[src/hw/rtl/ngh_pkg.sv]
package ngh_pkg;

	// envelope format, unsigned Q1.16
	localparam int ENV_W = 17;
	localparam logic [ENV_W-1:0] ENV_ONE      = 17'd65536;
	localparam logic [ENV_W-1:0] ENV_OPEN_AT  = 17'd65470;
	localparam logic [ENV_W-1:0] ENV_CLOSE_AT = 17'd6;

	localparam int LEVEL_W     = 32;
	localparam int CFG_DATA_W  = 32;
	localparam int CFG_INDEX_W = 3;

	// register map
	localparam logic [CFG_INDEX_W-1:0] REG_OPEN_LEVEL    = 3'd0;
	localparam logic [CFG_INDEX_W-1:0] REG_CLOSE_LEVEL   = 3'd1;
	localparam logic [CFG_INDEX_W-1:0] REG_ATTACK_COEFF  = 3'd2;
	localparam logic [CFG_INDEX_W-1:0] REG_RELEASE_COEFF = 3'd3;
	localparam logic [CFG_INDEX_W-1:0] REG_HOLD_SAMPLES  = 3'd4;
	localparam logic [CFG_INDEX_W-1:0] REG_MUTE_MODE     = 3'd5;

	typedef enum logic [2:0] {
		PH_CLOSED  = 3'd0,
		PH_ATTACK  = 3'd1,
		PH_OPEN    = 3'd2,
		PH_HOLD    = 3'd3,
		PH_RELEASE = 3'd4
	} phase_t;

	typedef enum logic {
		BK_STEP  = 1'b0,
		BK_SCALE = 1'b1
	} bk_state_t;

	// level compare results for one word
	typedef struct packed {
		logic above_open;
		logic below_close;
	} cmp_flags_t;

endpackage

[src/hw/rtl/ngh_in_if.sv]
interface ngh_in_if #(
	parameter int SAMPLE_WIDTH = 16
);
	logic valid;
	logic ready;
	logic signed [SAMPLE_WIDTH-1:0] in_x;
	logic signed [SAMPLE_WIDTH-1:0] in_y;
	logic signed [SAMPLE_WIDTH-1:0] in_z;

	modport source(output valid, output in_x, output in_y, output in_z, input ready);
	modport sink(input valid, input in_x, input in_y, input in_z, output ready);
endinterface

[src/hw/rtl/ngh_out_if.sv]
interface ngh_out_if #(
	parameter int SAMPLE_WIDTH = 16
);
	logic valid;
	logic ready;
	logic signed [SAMPLE_WIDTH-1:0] out_x;
	logic signed [SAMPLE_WIDTH-1:0] out_y;
	logic signed [SAMPLE_WIDTH-1:0] out_z;
	logic [2:0] gate_phase;
	logic [16:0] envelope_level;

	modport source(output valid, output out_x, output out_y, output out_z,
		output gate_phase, output envelope_level, input ready);
	modport sink(input valid, input out_x, input out_y, input out_z,
		input gate_phase, input envelope_level, output ready);
endinterface

[src/hw/rtl/ngh_front.sv]
module ngh_front #(
	parameter int SAMPLE_WIDTH = 16
) (
	input  logic clk,
	input  logic arst_n,
	ngh_in_if.sink samples,
	input  logic [ngh_pkg::LEVEL_W-1:0] open_level_sq,
	input  logic [ngh_pkg::LEVEL_W-1:0] close_level_sq,
	output logic push_valid,
	input  logic push_ready,
	output logic signed [SAMPLE_WIDTH-1:0] push_x,
	output logic signed [SAMPLE_WIDTH-1:0] push_y,
	output logic signed [SAMPLE_WIDTH-1:0] push_z,
	output ngh_pkg::cmp_flags_t push_flags
);
	import ngh_pkg::*;

	localparam int SQ_W  = 2 * SAMPLE_WIDTH;
	localparam int MAG_W = SQ_W + 1;
	localparam int CMP_W = (MAG_W > LEVEL_W) ? MAG_W : LEVEL_W;

	logic v_s1;
	logic signed [SAMPLE_WIDTH-1:0] x_s1, y_s1, z_s1;
	logic [SQ_W-1:0] sqx_s1, sqy_s1;
	logic signed [SQ_W-1:0] sqx, sqy;
	logic [MAG_W-1:0] mag;
	logic [CMP_W-1:0] mag_c, open_c, close_c;
	logic take;

	assign samples.ready = !v_s1 || push_ready;
	assign take = samples.valid && samples.ready;

	assign sqx = samples.in_x * samples.in_x;
	assign sqy = samples.in_y * samples.in_y;

	always_ff @(posedge clk or negedge arst_n) begin
		if (!arst_n) begin
			v_s1 <= 1'b0;
		end else if (take) begin
			v_s1 <= 1'b1;
		end else if (push_ready) begin
			v_s1 <= 1'b0;
		end
	end

	always_ff @(posedge clk) begin
		if (take) begin
			x_s1   <= samples.in_x;
			y_s1   <= samples.in_y;
			z_s1   <= samples.in_z;
			sqx_s1 <= sqx;
			sqy_s1 <= sqy;
		end
	end

	// magnitude kept at full width, compared unsigned
	assign mag     = {1'b0, sqx_s1} + {1'b0, sqy_s1};
	assign mag_c   = CMP_W'(mag);
	assign open_c  = CMP_W'(open_level_sq);
	assign close_c = CMP_W'(close_level_sq);

	assign push_valid             = v_s1;
	assign push_x                 = x_s1;
	assign push_y                 = y_s1;
	assign push_z                 = z_s1;
	assign push_flags.above_open  = mag_c >= open_c;
	assign push_flags.below_close = mag_c < close_c;
endmodule

[src/hw/rtl/ngh_fifo.sv]
module ngh_fifo #(
	parameter int SAMPLE_WIDTH = 16
) (
	input  logic clk,
	input  logic arst_n,
	input  logic push_valid,
	output logic push_ready,
	input  logic signed [SAMPLE_WIDTH-1:0] push_x,
	input  logic signed [SAMPLE_WIDTH-1:0] push_y,
	input  logic signed [SAMPLE_WIDTH-1:0] push_z,
	input  ngh_pkg::cmp_flags_t push_flags,
	output logic pop_valid,
	input  logic pop_ready,
	output logic signed [SAMPLE_WIDTH-1:0] pop_x,
	output logic signed [SAMPLE_WIDTH-1:0] pop_y,
	output logic signed [SAMPLE_WIDTH-1:0] pop_z,
	output ngh_pkg::cmp_flags_t pop_flags
);
	import ngh_pkg::*;

	localparam int DEPTH = 2;
	localparam int PTR_W = 1;
	localparam int CNT_W = $clog2(DEPTH + 1);

	logic signed [SAMPLE_WIDTH-1:0] x_q [DEPTH];
	logic signed [SAMPLE_WIDTH-1:0] y_q [DEPTH];
	logic signed [SAMPLE_WIDTH-1:0] z_q [DEPTH];
	cmp_flags_t flags_q [DEPTH];
	logic [PTR_W-1:0] wr_ptr_q, rd_ptr_q;
	logic [CNT_W-1:0] count_q;
	logic do_push, do_pop;

	assign push_ready = count_q != CNT_W'(DEPTH);
	assign pop_valid  = count_q != '0;
	assign do_push    = push_valid && push_ready;
	assign do_pop     = pop_valid && pop_ready;

	always_ff @(posedge clk or negedge arst_n) begin
		if (!arst_n) begin
			wr_ptr_q <= '0;
			rd_ptr_q <= '0;
			count_q  <= '0;
		end else begin
			if (do_push) begin
				wr_ptr_q <= wr_ptr_q + 1'b1;
			end
			if (do_pop) begin
				rd_ptr_q <= rd_ptr_q + 1'b1;
			end
			if (do_push && !do_pop) begin
				count_q <= count_q + 1'b1;
			end else if (do_pop && !do_push) begin
				count_q <= count_q - 1'b1;
			end
		end
	end

	always_ff @(posedge clk) begin
		if (do_push) begin
			x_q[wr_ptr_q]     <= push_x;
			y_q[wr_ptr_q]     <= push_y;
			z_q[wr_ptr_q]     <= push_z;
			flags_q[wr_ptr_q] <= push_flags;
		end
	end

	assign pop_x     = x_q[rd_ptr_q];
	assign pop_y     = y_q[rd_ptr_q];
	assign pop_z     = z_q[rd_ptr_q];
	assign pop_flags = flags_q[rd_ptr_q];
endmodule

[src/hw/rtl/ngh_back.sv]
module ngh_back #(
	parameter int SAMPLE_WIDTH = 16,
	parameter int COEFF_WIDTH  = 16,
	parameter int HOLD_WIDTH   = 20
) (
	input  logic clk,
	input  logic arst_n,
	input  logic pop_valid,
	output logic pop_ready,
	input  logic signed [SAMPLE_WIDTH-1:0] pop_x,
	input  logic signed [SAMPLE_WIDTH-1:0] pop_y,
	input  logic signed [SAMPLE_WIDTH-1:0] pop_z,
	input  ngh_pkg::cmp_flags_t pop_flags,
	input  logic [COEFF_WIDTH-1:0] attack_coeff,
	input  logic [COEFF_WIDTH-1:0] release_coeff,
	input  logic [HOLD_WIDTH-1:0] hold_samples,
	input  logic mute_mode,
	ngh_out_if.source results
);
	import ngh_pkg::*;

	localparam int EPROD_W = ENV_W + COEFF_WIDTH;
	localparam int SPROD_W = SAMPLE_WIDTH + ENV_W + 1;

	bk_state_t state_q, state_n;
	phase_t phase_q, phase_n;
	logic [ENV_W-1:0] env_q, env_pre, env_n, mul_a, step;
	logic [HOLD_WIDTH-1:0] hold_q, hold_n, hold_dec;
	logic [COEFF_WIDTH-1:0] coeff;
	logic [EPROD_W-1:0] eprod;
	logic opening;
	logic do_step, do_load;

	logic signed [SAMPLE_WIDTH-1:0] x_q, y_q, z_q;
	logic signed [SPROD_W-1:0] px, py, pz;
	logic signed [ENV_W:0] env_s;

	logic out_v_q;
	logic signed [SAMPLE_WIDTH-1:0] out_x_q, out_y_q, out_z_q;
	phase_t out_phase_q;
	logic [ENV_W-1:0] out_env_q;

	// sequencer: step the gate, then scale and hand off
	always_comb begin
		state_n   = state_q;
		pop_ready = 1'b0;
		do_step   = 1'b0;
		do_load   = 1'b0;
		case (state_q)
			BK_STEP: begin
				pop_ready = 1'b1;
				if (pop_valid) begin
					do_step = 1'b1;
					state_n = BK_SCALE;
				end
			end
			BK_SCALE: begin
				if (!out_v_q || results.ready) begin
					do_load = 1'b1;
					state_n = BK_STEP;
				end
			end
			default: state_n = BK_STEP;
		endcase
	end

	// gate phase and envelope step
	always_comb begin
		phase_n  = phase_q;
		env_pre  = env_q;
		hold_n   = hold_q;
		hold_dec = (hold_q > HOLD_WIDTH'(1)) ? hold_q - 1'b1 : '0;
		case (phase_q)
			PH_CLOSED: begin
				if (pop_flags.above_open) phase_n = PH_ATTACK;
			end
			PH_ATTACK: begin
				if (env_q >= ENV_OPEN_AT) begin
					phase_n = PH_OPEN;
					env_pre = ENV_ONE;
				end
			end
			PH_OPEN: begin
				if (pop_flags.below_close) begin
					phase_n = PH_HOLD;
					hold_n  = hold_samples;
				end
			end
			PH_HOLD: begin
				if (pop_flags.above_open) begin
					phase_n = PH_OPEN;
				end else begin
					hold_n = hold_dec;
					if (hold_dec == '0) phase_n = PH_RELEASE;
				end
			end
			PH_RELEASE: begin
				if (pop_flags.above_open) begin
					phase_n = PH_ATTACK;
				end else if (env_q <= ENV_CLOSE_AT) begin
					phase_n = PH_CLOSED;
					env_pre = '0;
				end
			end
			default: phase_n = PH_CLOSED;
		endcase
		opening = phase_n inside {PH_ATTACK, PH_OPEN, PH_HOLD};
		mul_a   = opening ? ENV_ONE - env_pre : env_pre;
		coeff   = opening ? attack_coeff : release_coeff;
		eprod   = EPROD_W'(mul_a) * EPROD_W'(coeff);
		step    = eprod[EPROD_W-1:COEFF_WIDTH];
		env_n   = opening ? ENV_ONE - step : step;
	end

	// floor(sample * env / 2^16)
	assign env_s = $signed({1'b0, env_q});
	assign px    = x_q * env_s;
	assign py    = y_q * env_s;
	assign pz    = z_q * env_s;

	always_ff @(posedge clk or negedge arst_n) begin
		if (!arst_n) begin
			state_q <= BK_STEP;
			phase_q <= PH_CLOSED;
			env_q   <= '0;
			hold_q  <= '0;
			out_v_q <= 1'b0;
		end else begin
			state_q <= state_n;
			if (do_step) begin
				phase_q <= phase_n;
				env_q   <= env_n;
				hold_q  <= hold_n;
			end
			if (do_load) begin
				out_v_q <= 1'b1;
			end else if (results.ready) begin
				out_v_q <= 1'b0;
			end
		end
	end

	always_ff @(posedge clk) begin
		if (do_step) begin
			x_q <= pop_x;
			y_q <= pop_y;
			z_q <= pop_z;
		end
		if (do_load) begin
			out_x_q     <= mute_mode ? px[SAMPLE_WIDTH+15:16] : x_q;
			out_y_q     <= mute_mode ? py[SAMPLE_WIDTH+15:16] : y_q;
			out_z_q     <= pz[SAMPLE_WIDTH+15:16];
			out_phase_q <= phase_q;
			out_env_q   <= env_q;
		end
	end

	assign results.valid          = out_v_q;
	assign results.out_x          = out_x_q;
	assign results.out_y          = out_y_q;
	assign results.out_z          = out_z_q;
	assign results.gate_phase     = out_phase_q;
	assign results.envelope_level = out_env_q;
endmodule

[src/hw/rtl/xy_noise_gate_with_hold.sv]
// Channel   Dir  Word                                   Handshake
// samples   in   in_x, in_y, in_z                       valid / ready
// results   out  out_x, out_y, out_z, gate_phase,       valid / ready
//                envelope_level
// cfg       in   cfg_index, cfg_data                    cfg_we, no back-pressure
//
// The back end's envelope loop (gate step with its coefficient multiply, then
// the output scale multiply) takes a new word only after loading the last one.
// Words pass the front end register, queue, gate step and output register.
// Reset is asynchronous, active low; it closes the gate, zeroes the envelope
// and hold count, and clears valid flags, queue pointers and config registers;
// data registers are not reset. No clearing pass. A two-word queue between the
// squaring front end and the gate lets either side stall without holding the other.
module xy_noise_gate_with_hold #(
	parameter int SAMPLE_WIDTH = 16,
	parameter int COEFF_WIDTH  = 16,
	parameter int HOLD_WIDTH   = 20
) (
	input  logic clk,
	input  logic arst_n,
	ngh_in_if.sink samples,
	ngh_out_if.source results,
	input  logic cfg_we,
	input  logic [ngh_pkg::CFG_INDEX_W-1:0] cfg_index,
	input  logic [ngh_pkg::CFG_DATA_W-1:0] cfg_data
);
	import ngh_pkg::*;

	// configuration registers
	logic [LEVEL_W-1:0] open_level_q, close_level_q;
	logic [COEFF_WIDTH-1:0] attack_coeff_q, release_coeff_q;
	logic [HOLD_WIDTH-1:0] hold_samples_q;
	logic mute_mode_q;

	// front end to queue
	logic f_valid, f_ready;
	logic signed [SAMPLE_WIDTH-1:0] f_x, f_y, f_z;
	cmp_flags_t f_flags;

	// queue to gate
	logic q_valid, q_ready;
	logic signed [SAMPLE_WIDTH-1:0] q_x, q_y, q_z;
	cmp_flags_t q_flags;

	// unknown indexes are dropped
	always_ff @(posedge clk or negedge arst_n) begin
		if (!arst_n) begin
			open_level_q    <= '0;
			close_level_q   <= '0;
			attack_coeff_q  <= '0;
			release_coeff_q <= '0;
			hold_samples_q  <= '0;
			mute_mode_q     <= 1'b0;
		end else if (cfg_we) begin
			case (cfg_index)
				REG_OPEN_LEVEL:    open_level_q    <= cfg_data[LEVEL_W-1:0];
				REG_CLOSE_LEVEL:   close_level_q   <= cfg_data[LEVEL_W-1:0];
				REG_ATTACK_COEFF:  attack_coeff_q  <= cfg_data[COEFF_WIDTH-1:0];
				REG_RELEASE_COEFF: release_coeff_q <= cfg_data[COEFF_WIDTH-1:0];
				REG_HOLD_SAMPLES:  hold_samples_q  <= cfg_data[HOLD_WIDTH-1:0];
				REG_MUTE_MODE:     mute_mode_q     <= cfg_data[0];
				default: ;
			endcase
		end
	end

	// squares and level compares
	ngh_front #(
		.SAMPLE_WIDTH(SAMPLE_WIDTH)
	) u_front (
		.clk           (clk),
		.arst_n        (arst_n),
		.samples       (samples),
		.open_level_sq (open_level_q),
		.close_level_sq(close_level_q),
		.push_valid    (f_valid),
		.push_ready    (f_ready),
		.push_x        (f_x),
		.push_y        (f_y),
		.push_z        (f_z),
		.push_flags    (f_flags)
	);

	ngh_fifo #(
		.SAMPLE_WIDTH(SAMPLE_WIDTH)
	) u_fifo (
		.clk       (clk),
		.arst_n    (arst_n),
		.push_valid(f_valid),
		.push_ready(f_ready),
		.push_x    (f_x),
		.push_y    (f_y),
		.push_z    (f_z),
		.push_flags(f_flags),
		.pop_valid (q_valid),
		.pop_ready (q_ready),
		.pop_x     (q_x),
		.pop_y     (q_y),
		.pop_z     (q_z),
		.pop_flags (q_flags)
	);

	// gate state, envelope and output scaling
	ngh_back #(
		.SAMPLE_WIDTH(SAMPLE_WIDTH),
		.COEFF_WIDTH (COEFF_WIDTH),
		.HOLD_WIDTH  (HOLD_WIDTH)
	) u_back (
		.clk          (clk),
		.arst_n       (arst_n),
		.pop_valid    (q_valid),
		.pop_ready    (q_ready),
		.pop_x        (q_x),
		.pop_y        (q_y),
		.pop_z        (q_z),
		.pop_flags    (q_flags),
		.attack_coeff (attack_coeff_q),
		.release_coeff(release_coeff_q),
		.hold_samples (hold_samples_q),
		.mute_mode    (mute_mode_q),
		.results      (results)
	);
endmodule

[src/flat_wrapper.sv]
// flat-port wrapper written by rule: the top's interface ports become plain ports
module xy_noise_gate_with_hold_flat import ngh_pkg::*;
#(
	parameter int SAMPLE_WIDTH = 16,
	parameter int COEFF_WIDTH  = 16,
	parameter int HOLD_WIDTH   = 20
)
  (clk, arst_n, cfg_we, cfg_index, cfg_data, samples_valid, samples_in_x, samples_in_y, samples_in_z, samples_ready, results_valid, results_out_x, results_out_y, results_out_z, results_gate_phase, results_envelope_level, results_ready);
  ngh_in_if #(.SAMPLE_WIDTH(SAMPLE_WIDTH)) samples_i ();
  ngh_out_if #(.SAMPLE_WIDTH(SAMPLE_WIDTH)) results_i ();
  input  logic clk;
  input  logic arst_n;
  input  logic cfg_we;
  input  logic [ngh_pkg::CFG_INDEX_W-1:0] cfg_index;
  input  logic [ngh_pkg::CFG_DATA_W-1:0] cfg_data;
  input wire logic [$bits(samples_i.valid)-1:0] samples_valid;
  input wire logic [$bits(samples_i.in_x)-1:0] samples_in_x;
  input wire logic [$bits(samples_i.in_y)-1:0] samples_in_y;
  input wire logic [$bits(samples_i.in_z)-1:0] samples_in_z;
  output wire logic [$bits(samples_i.ready)-1:0] samples_ready;
  output wire logic [$bits(results_i.valid)-1:0] results_valid;
  output wire logic [$bits(results_i.out_x)-1:0] results_out_x;
  output wire logic [$bits(results_i.out_y)-1:0] results_out_y;
  output wire logic [$bits(results_i.out_z)-1:0] results_out_z;
  output wire logic [$bits(results_i.gate_phase)-1:0] results_gate_phase;
  output wire logic [$bits(results_i.envelope_level)-1:0] results_envelope_level;
  input wire logic [$bits(results_i.ready)-1:0] results_ready;
  assign samples_i.valid = samples_valid;
  assign samples_i.in_x = samples_in_x;
  assign samples_i.in_y = samples_in_y;
  assign samples_i.in_z = samples_in_z;
  assign samples_ready = samples_i.ready;
  assign results_valid = results_i.valid;
  assign results_out_x = results_i.out_x;
  assign results_out_y = results_i.out_y;
  assign results_out_z = results_i.out_z;
  assign results_gate_phase = results_i.gate_phase;
  assign results_envelope_level = results_i.envelope_level;
  assign results_i.ready = results_ready;
  xy_noise_gate_with_hold #(.SAMPLE_WIDTH(SAMPLE_WIDTH), .COEFF_WIDTH(COEFF_WIDTH), .HOLD_WIDTH(HOLD_WIDTH)) u_core (.clk(clk), .arst_n(arst_n), .samples(samples_i), .results(results_i), .cfg_we(cfg_we), .cfg_index(cfg_index), .cfg_data(cfg_data));
endmodule
[config.mk]
export PLATFORM = sky130hd
export DESIGN_NAME = xy_noise_gate_with_hold_flat
export DESIGN_NICKNAME = d
export VERILOG_FILES = /design/src/hw/rtl/ngh_pkg.sv /design/src/hw/rtl/ngh_in_if.sv /design/src/hw/rtl/ngh_out_if.sv /design/src/hw/rtl/ngh_front.sv /design/src/hw/rtl/ngh_fifo.sv /design/src/hw/rtl/ngh_back.sv /design/src/hw/rtl/xy_noise_gate_with_hold.sv /design/src/flat_wrapper.sv
export SDC_FILE = /design/constraint.sdc
export NUM_CORES = 2
export LEC_CHECK = 0
export ABC_CLOCK_PERIOD_IN_PS = 18590
export BUFFER_PORTS_ARGS = -buffer_cell sky130_fd_sc_hd__buf_2
export CAP_MARGIN = 30
export CORE_AREA = 5 5 375 340
export DETAILED_ROUTE_END_ITERATION = 6
export DIE_AREA = 0 0 380 345
export PLACE_DENSITY = 0.76
export SYNTH_ARGS = -nofsm -noshare
export SYNTH_HDL_FRONTEND = slang
export SYNTH_SLANG_ARGS = --single-unit
[constraint.sdc]
create_clock -name clk -period 18.59 [get_ports clk]
set_input_delay 0 -clock clk [delete_from_list [all_inputs] [get_ports clk]]
set_output_delay 0 -clock clk [all_outputs]
set_load 0.02 [all_outputs]
After elaboration in Yosys (flattened, before gate mapping)

Memory sizes are Yosys's and may differ from the RTL's. A register that Yosys moved wholly into a read port is not among the register bits.
Cells that the tools add are included.

Input bits: 88
Memories kept: 4
RAM bits: 100
Word-level logic and storage cells: 127
Register bits after elaboration: 344

Memory list:

| memory                | words | bits a word | read ports | clocked after Yosys merged registers in | write ports | line           | text |
|---|---|---|---|---|---|---|---|
| u_core.u_fifo.x_q     | 2     | 16          | 1          | 1                                       | 1           | ngh_fifo.sv:25 | `logic signed [SAMPLE_WIDTH-1:0] x_q [DEPTH];` |
| u_core.u_fifo.y_q     | 2     | 16          | 1          | 1                                       | 1           | ngh_fifo.sv:26 | `logic signed [SAMPLE_WIDTH-1:0] y_q [DEPTH];` |
| u_core.u_fifo.z_q     | 2     | 16          | 1          | 1                                       | 1           | ngh_fifo.sv:27 | `logic signed [SAMPLE_WIDTH-1:0] z_q [DEPTH];` |
| u_core.u_fifo.flags_q | 2     | 2           | 1          | 0                                       | 1           | ngh_fifo.sv:28 | `cmp_flags_t flags_q [DEPTH];` |

Magnitude comparators: 5
Reduce and logical (&&, ||, !) cells: 27
Bitwise gates (word level): 1
$add $sub $neg: 8
Multipliers: 6
Mux-type cells: 36
Equal/unequal tests: 15

Operators by type and width:

| kind                                                             | number |
|---|---|
| multiplier 16 x 18 -> 32 bit                                     | 3 |
| two-way mux 17 bit                                               | 5 |
| multiplier 16 x 16 -> 32 bit                                     | 2 |
| two-way mux 20 bit                                               | 3 |
| two-way mux 16 bit                                               | 3 |
| case mux 20 bit (2 select lines)                                 | 1 |
| case mux 17 bit (2 select lines)                                 | 1 |
| subtractor 17 bit (first input constant)                         | 2 |
| adder 32 x 32 -> 33 bit                                          | 1 |
| >= comparator 33 x 32 -> 1 bit                                   | 1 |
| less-than comparator 33 x 32 -> 1 bit                            | 1 |
| multiplier 17 x 16 -> 33 bit                                     | 1 |
| two-way mux 3 bit                                                | 7 |
| > comparator 20 x 1 -> 1 bit (second input constant)             | 1 |
| zero test 20 bit                                                 | 1 |
| subtractor 20 x 1 -> 20 bit (second input constant)              | 1 |
| == test 3 x 2 -> 1 bit (second input constant)                   | 6 |
| >= comparator 17 x 16 -> 1 bit (second input constant)           | 1 |
| less-or-equal comparator 17 x 3 -> 1 bit (second input constant) | 1 |
| case mux 3 bit (5 select lines)                                  | 1 |
| two-way mux 1 bit                                                | 12 |
| AND reduction 2 bit                                              | 6 |
| nonzero test 2 bit                                               | 5 |
| == test 3 x 1 -> 1 bit (second input constant)                   | 3 |
| 15 further kinds                                                 | 29 |

Longest topological paths before layout

Depth after elaboration: 12
Gate-level depth with buffers: 44

Hierarchy

A second synthesis with hierarchy kept.

Cells, all modules: 7516
Area, all modules: 74297.5 µm²

By module, submodules not included:

| module                  | instances | area each (µm²) | cells an instance |
|---|---|---|---|
| ngh_back                | 1         | 42064.1         | 4658 |
| ngh_front               | 1         | 23744.0         | 2432 |
| xy_noise_gate_with_hold | 1         | 4434.3          | 252 |
| ngh_fifo                | 1         | 4055.1          | 174 |

Least setup slack after synthesis

Ideal clock, no wire load.

Kind: reg-to-reg
Start: register u_core.u_back.hold_q[0]
End: register u_core.u_back.env_q[15]
Arrival time: 9.636 ns
Stages on the path, launching flop included: 42
Buffers on the path: 5
Setup slack: 8.824 ns
Setup time: 0.130 ns
Cell sequence: dfrtp_1 -> inv_1 -> ha_1 -> buf_2 -> or3b_1 -> buf_2 -> o31ai_2 -> o2111ai_1 -> a2111oi_4 -> nand2_1 -> and2_1 -> nor2_1 -> clkbuf_1 -> buf_1 -> nand2_1 -> nand2_1 -> clkbuf_1 -> nand2_1 -> [... 6 more ...] -> fa_1 -> fa_1 -> inv_1 -> fa_1 -> inv_1 -> ha_1 -> and3_1 -> and3_1 -> o211ai_1 -> nor2_1 -> o21ai_0 -> a21oi_2 -> or4_4 -> o311a_4 -> or3_4 -> o41ai_2 -> xnor2_1 -> o21ai_1

Word-level cells in the longest chain between the ends: 12

RTL lines:

| element                                                                     | line                             | text |
|---|---|---|
| start: declaration                                                          | ngh_back.sv:28                   | `logic [HOLD_WIDTH-1:0] hold_q, hold_n, hold_dec;` |
| start signal: assignment                                                    | ngh_back.sv:133                  | `hold_q <= hold_n;` |
| subtractor 20 x 1 -> 20 bit or > comparator 20 x 1 -> 1 bit (tied branches) | ngh_back.sv:72                   | `hold_dec = (hold_q > HOLD_WIDTH'(1)) ? hold_q - 1'b1 : '0;` |
| two-way mux 20 bit (*)                                                      | ngh_back.sv:72                   |  |
| zero test 20 bit (*)                                                        | ngh_back.sv:94                   | `if (hold_dec == '0) phase_n = PH_RELEASE;` |
| two-way mux 3 bit (*)                                                       | ngh_back.sv:94                   |  |
| two-way mux 3 bit (*)                                                       | ngh_back.sv:90                   | `if (pop_flags.above_open) begin` |
| case mux 3 bit (5 select lines) (*)                                         | ngh_back.sv:73                   | `case (phase_q)` |
| == test 3 x 1 -> 1 bit or == test 3 x 2 -> 1 bit (tied branches)            | ngh_back.sv:107                  | `opening = phase_n inside {PH_ATTACK, PH_OPEN, PH_HOLD};` |
| nonzero test 3 bit (*)                                                      | ngh_back.sv:107                  |  |
| two-way mux 17 bit or two-way mux 16 bit (tied branches)                    | ngh_back.sv:108, ngh_back.sv:109 |  |
| multiplier 17 x 16 -> 33 bit                                                | ngh_back.sv:110                  | `eprod = EPROD_W'(mul_a) * EPROD_W'(coeff);` |
| subtractor 17 bit                                                           | ngh_back.sv:112                  | `env_n = opening ? ENV_ONE - step : step;` |
| two-way mux 17 bit (*)                                                      | ngh_back.sv:112                  |  |
| end signal: assignment                                                      | ngh_back.sv:132                  | `env_q <= env_n;` |
| end: declaration                                                            | ngh_back.sv:27                   | `logic [ENV_W-1:0] env_q, env_pre, env_n, mul_a, step;` |

Every way passes the cells marked *; elsewhere a longest branch is shown, timed or not.
A chain may end at the register's enable or synchronous reset.

Worst setup path after layout

Start: register u_core.u_back.hold_q[0]
End: register u_core.u_back.env_q[16]

The elaborated chain is that of the path after synthesis.

==> impl_metrics.csv <==
group,metric,value,unit
clock_tree,h-tree-depth,2,
layout,area_growth_syn_to_layout,6.773,%
worst_setup_path,cp_common_cell,"fa_1",
layout,seq_area,0.01386,mm2
clock_tree,clk_pin_slew_worst_paths,0.07,ns
clock_tree,ctsHoldBuffers,89,
layout,multi_input_area,0.05197,mm2
detailed_routing,antenna_left,0,
yosys,syn_nets,9601,
sta,setup_viol,0,
die,dieArea,0.1311,mm2
yosys,async_reset_ff_share,33.61,%
worst_setup_path,crit_family,"simple AND/OR/NAND/NOR gates",
min_path,min_path_cells,2,
grt,grt_pass1_vias,56470,
die,core,0.1237,mm2
worst_setup_path,cp-start-kind,"flip-flop",
yosys,syn-mean-instance-area,9.769,um2
worst_setup_path,cpPeakStageDelay,0.87,ns
yosys,synthCells,7504,
detailed_routing,drc,0,
worst_setup_path,r2r_start,"u_core.u_back.hold_q[0]",
sta,finalWorstSetupSlack,6.804,ns
grt,gr-total-overflow,0,
layout,fill_cells,9927,
placement,hpwl,140300,um
yosys,synth_area_leader_cell,"fa_1",
die,row_count,123,
layout,drive_above_1_share,6.675,%
worst_setup_path,end_kind,"flip-flop",
die,ioPinCount,158,
sta,fin_worst_skew,0.03905,ns
outcome,outcome,"finished clean",
min_path,holdPathEnd,"u_core.u_front.push_z[5]",
detailed_routing,via_per_inst,5.609,
sta,period_minus_slack,11.79,ns
sta,hold_viol_final,0,
detailed_routing,totalWireLength,182400,um
yosys,yosysSeqAreaShare,18.87,%
placement,gp_congestion,0.9353,
clock_tree,cts_resized,0,
worst_setup_path,reg2reg_slack,6.80,ns
detailed_routing,firstDrtPassIters,7,
sta,final.period_utilization,63.40,%
grt,grt_first_pass_wirelength,299500,um
min_path,hold_start,"samples_in_z[5]",
grt,grt_max_degree,64,
yosys,synth.distinct_cells,84,
yosys,synth_warnings,0,
sta,tightest_slew,1.090,ns
clock_tree,cts_buffers,54,
worst_setup_path,crit_buf_inv,3,
placement,dp_slack,7.118,ns
worst_setup_path,rr_worst_depth,34,
worst_setup_path,worstSetupPathType,"reg2reg",
worst_setup_path,r2r_end,"u_core.u_back.env_q[16]",
sta,drv_slew,0,
sta,timing.fmax,84.84,MHz
clock_tree,clk_path_buf_depth,3,
layout,layout.nets,9663,
worst_setup_path,worstPathArrival,12.33,ns
clock_tree,worst_skew_pair.late_latency,0.66,ns
flow_run,drv_cap,0,
yosys,ys_top_cells_by_area,"fa_1, edfxtp_1, ha_1",
yosys,synth_edf_count,324,
detailed_routing,first_iter_violations,3240,
worst_setup_path,cp.required,19.13,ns
sta,tns,0,ns
placement,dp.cells,9044,
clock_tree,cts-root-buf,"clkbuf_16",
die,die_w,380,um
detailed_routing,wire_per_inst,19.74,um
min_path,holdCritPathClass,"in2reg",
yosys,synth_area,0.07331,mm2
sta,rsz0062_at_grt,"no",
clock_tree,clkSinkCount,488,
layout,final_cell_mix,"inv_1, fa_1, nand2_1",
placement,io_buffers,157,
die,initial_core_util,59.25,%
die,die_h,345,um
layout,finalNonFillerCells,9238,
yosys,ys.flop_type,"edfxtp_1",
grt,grt_usage,28.47,%
yosys,synth_top_area_share,35.67,%
worst_setup_path,timing.critical_path.slowest_stage_cell,"nor4b_1",
clock_tree,cts_tree,"built",
grt,antenna_found_initial,9,
clock_tree,postCtsSetupBuffers,0,
detailed_routing,via_count,51820,
yosys,ys_ff_latch,488,
worst_setup_path,critical_path.max_fanout,47,
sta,relSlewSlack,27.33,%
layout,final_common_cell,"inv_1",
[synth_stat cells, drive strengths merged, types with 21 or more instances]
cell type and number:
and3 26, o21ai 196, inv 1699, nor3 77
nor2b 25, nand2b 90, edfxtp 324, mux2 130
a31oi 25, xnor2 136, clkbuf 282, and2 407
nand2 960, fa 1306, or2 21, mux2i 22
o21a 30, nor2 267, xor2 62, ha 703
nand3 44, dfrtp 164, buf 22, or3 22
a21o 77, a21oi 154
[how the worst max path moves through the flow]
stage | from | endpoint | slack (ns) | depth (start not counted)
floorplan | u_core.u_back.hold_q[0] | u_core.u_back.env_q[15] | 8.82 | 41
global placement | u_core.u_back.hold_q[0] | u_core.u_back.env_q[16] | 7.50 | 36
detailed placement | u_core.u_back.hold_q[0] | u_core.u_back.env_q[16] | 7.12 | 34
CTS | u_core.u_back.hold_q[0] | u_core.u_back.env_q[16] | 7.11 | 34
global route | u_core.u_back.hold_q[0] | u_core.u_back.env_q[16] | 6.28 | 36
finish | u_core.u_back.hold_q[0] | u_core.u_back.env_q[16] | 6.80 | 34
[flip-flops by register name, summed over array words and instances, names as in the netlist, 16 cells and up]
register / cells
u_core.attack_coeff_q: 16
u_core.hold_samples_q: 20
u_core.u_back.results.envelope_level: 17
u_core.u_back.hold_q: 20
u_core.u_front.push_z: 16
u_core.u_fifo.x_q: 32
u_core.release_coeff_q: 16
u_core.u_front.sqx_s1: 31
u_core.u_back.results.out_y: 16
u_core.u_back.env_q: 17
u_core.close_level_q: 32
u_core.open_level_q: 32
u_core.u_back.x_q: 16
u_core.u_fifo.y_q: 32
u_core.u_back.z_q: 16
u_core.u_front.sqy_s1: 31
u_core.u_back.results.out_z: 16
u_core.u_fifo.z_q: 32
u_core.u_back.results.out_x: 16
u_core.u_back.y_q: 16
[stage by stage]
step	hold slack (ns)	area [um2]	utilization, %
3_5_place_dp	0.1065	75540	61.05
5_1_grt	0.03536	78270	63.25
4_1_cts	0.01980	78230	63.23
2_1_floorplan	-0.2956	73310	-
6_report	0.05015	78270	63.26
3_3_place_gp	0.1000	75460	60.99
[area by class of cell]
class	instances	share of cell area, %
antenna	3	0.009591
tap	1625	2.598
sequential	488	17.70
timing repair buffer	310	2.837
inverter	1702	8.162
clock buffer	74	1.926
clock inverter	26	0.3725
multi-input combinational	5010	66.39
[routing by layer]
| metal | share of wire, % | GRT usage, % |
|---|---|---|
| met5 | 0.016 | 0 |
| met4 | 4.1 | 10.31 |
| met3 | 7.8 | 4.613 |
| met2 | 48 | 47.83 |
| met1 | 40 | 37.75 |
[kinds of logic (layout without fill, tap and decap cells)]
family,Yosys count,in the layout,share of synthesized area (%)
AO/OA/AOI/OAI,644,644,5.612
XOR/XNOR,198,198,2.366
adder cells (fa/ha/maj),2009,2009,47.66
buffers and inverters,2006,2112,10.30
flip-flops,488,488,18.87
multiplexers,152,152,2.297
other,0,3,0
AND/OR/NAND/NOR,2007,2007,12.89
Power is left out: the tool's default activity adds up to more than one toggle a clock period on the data nets, which glitch-free logic cannot reach.
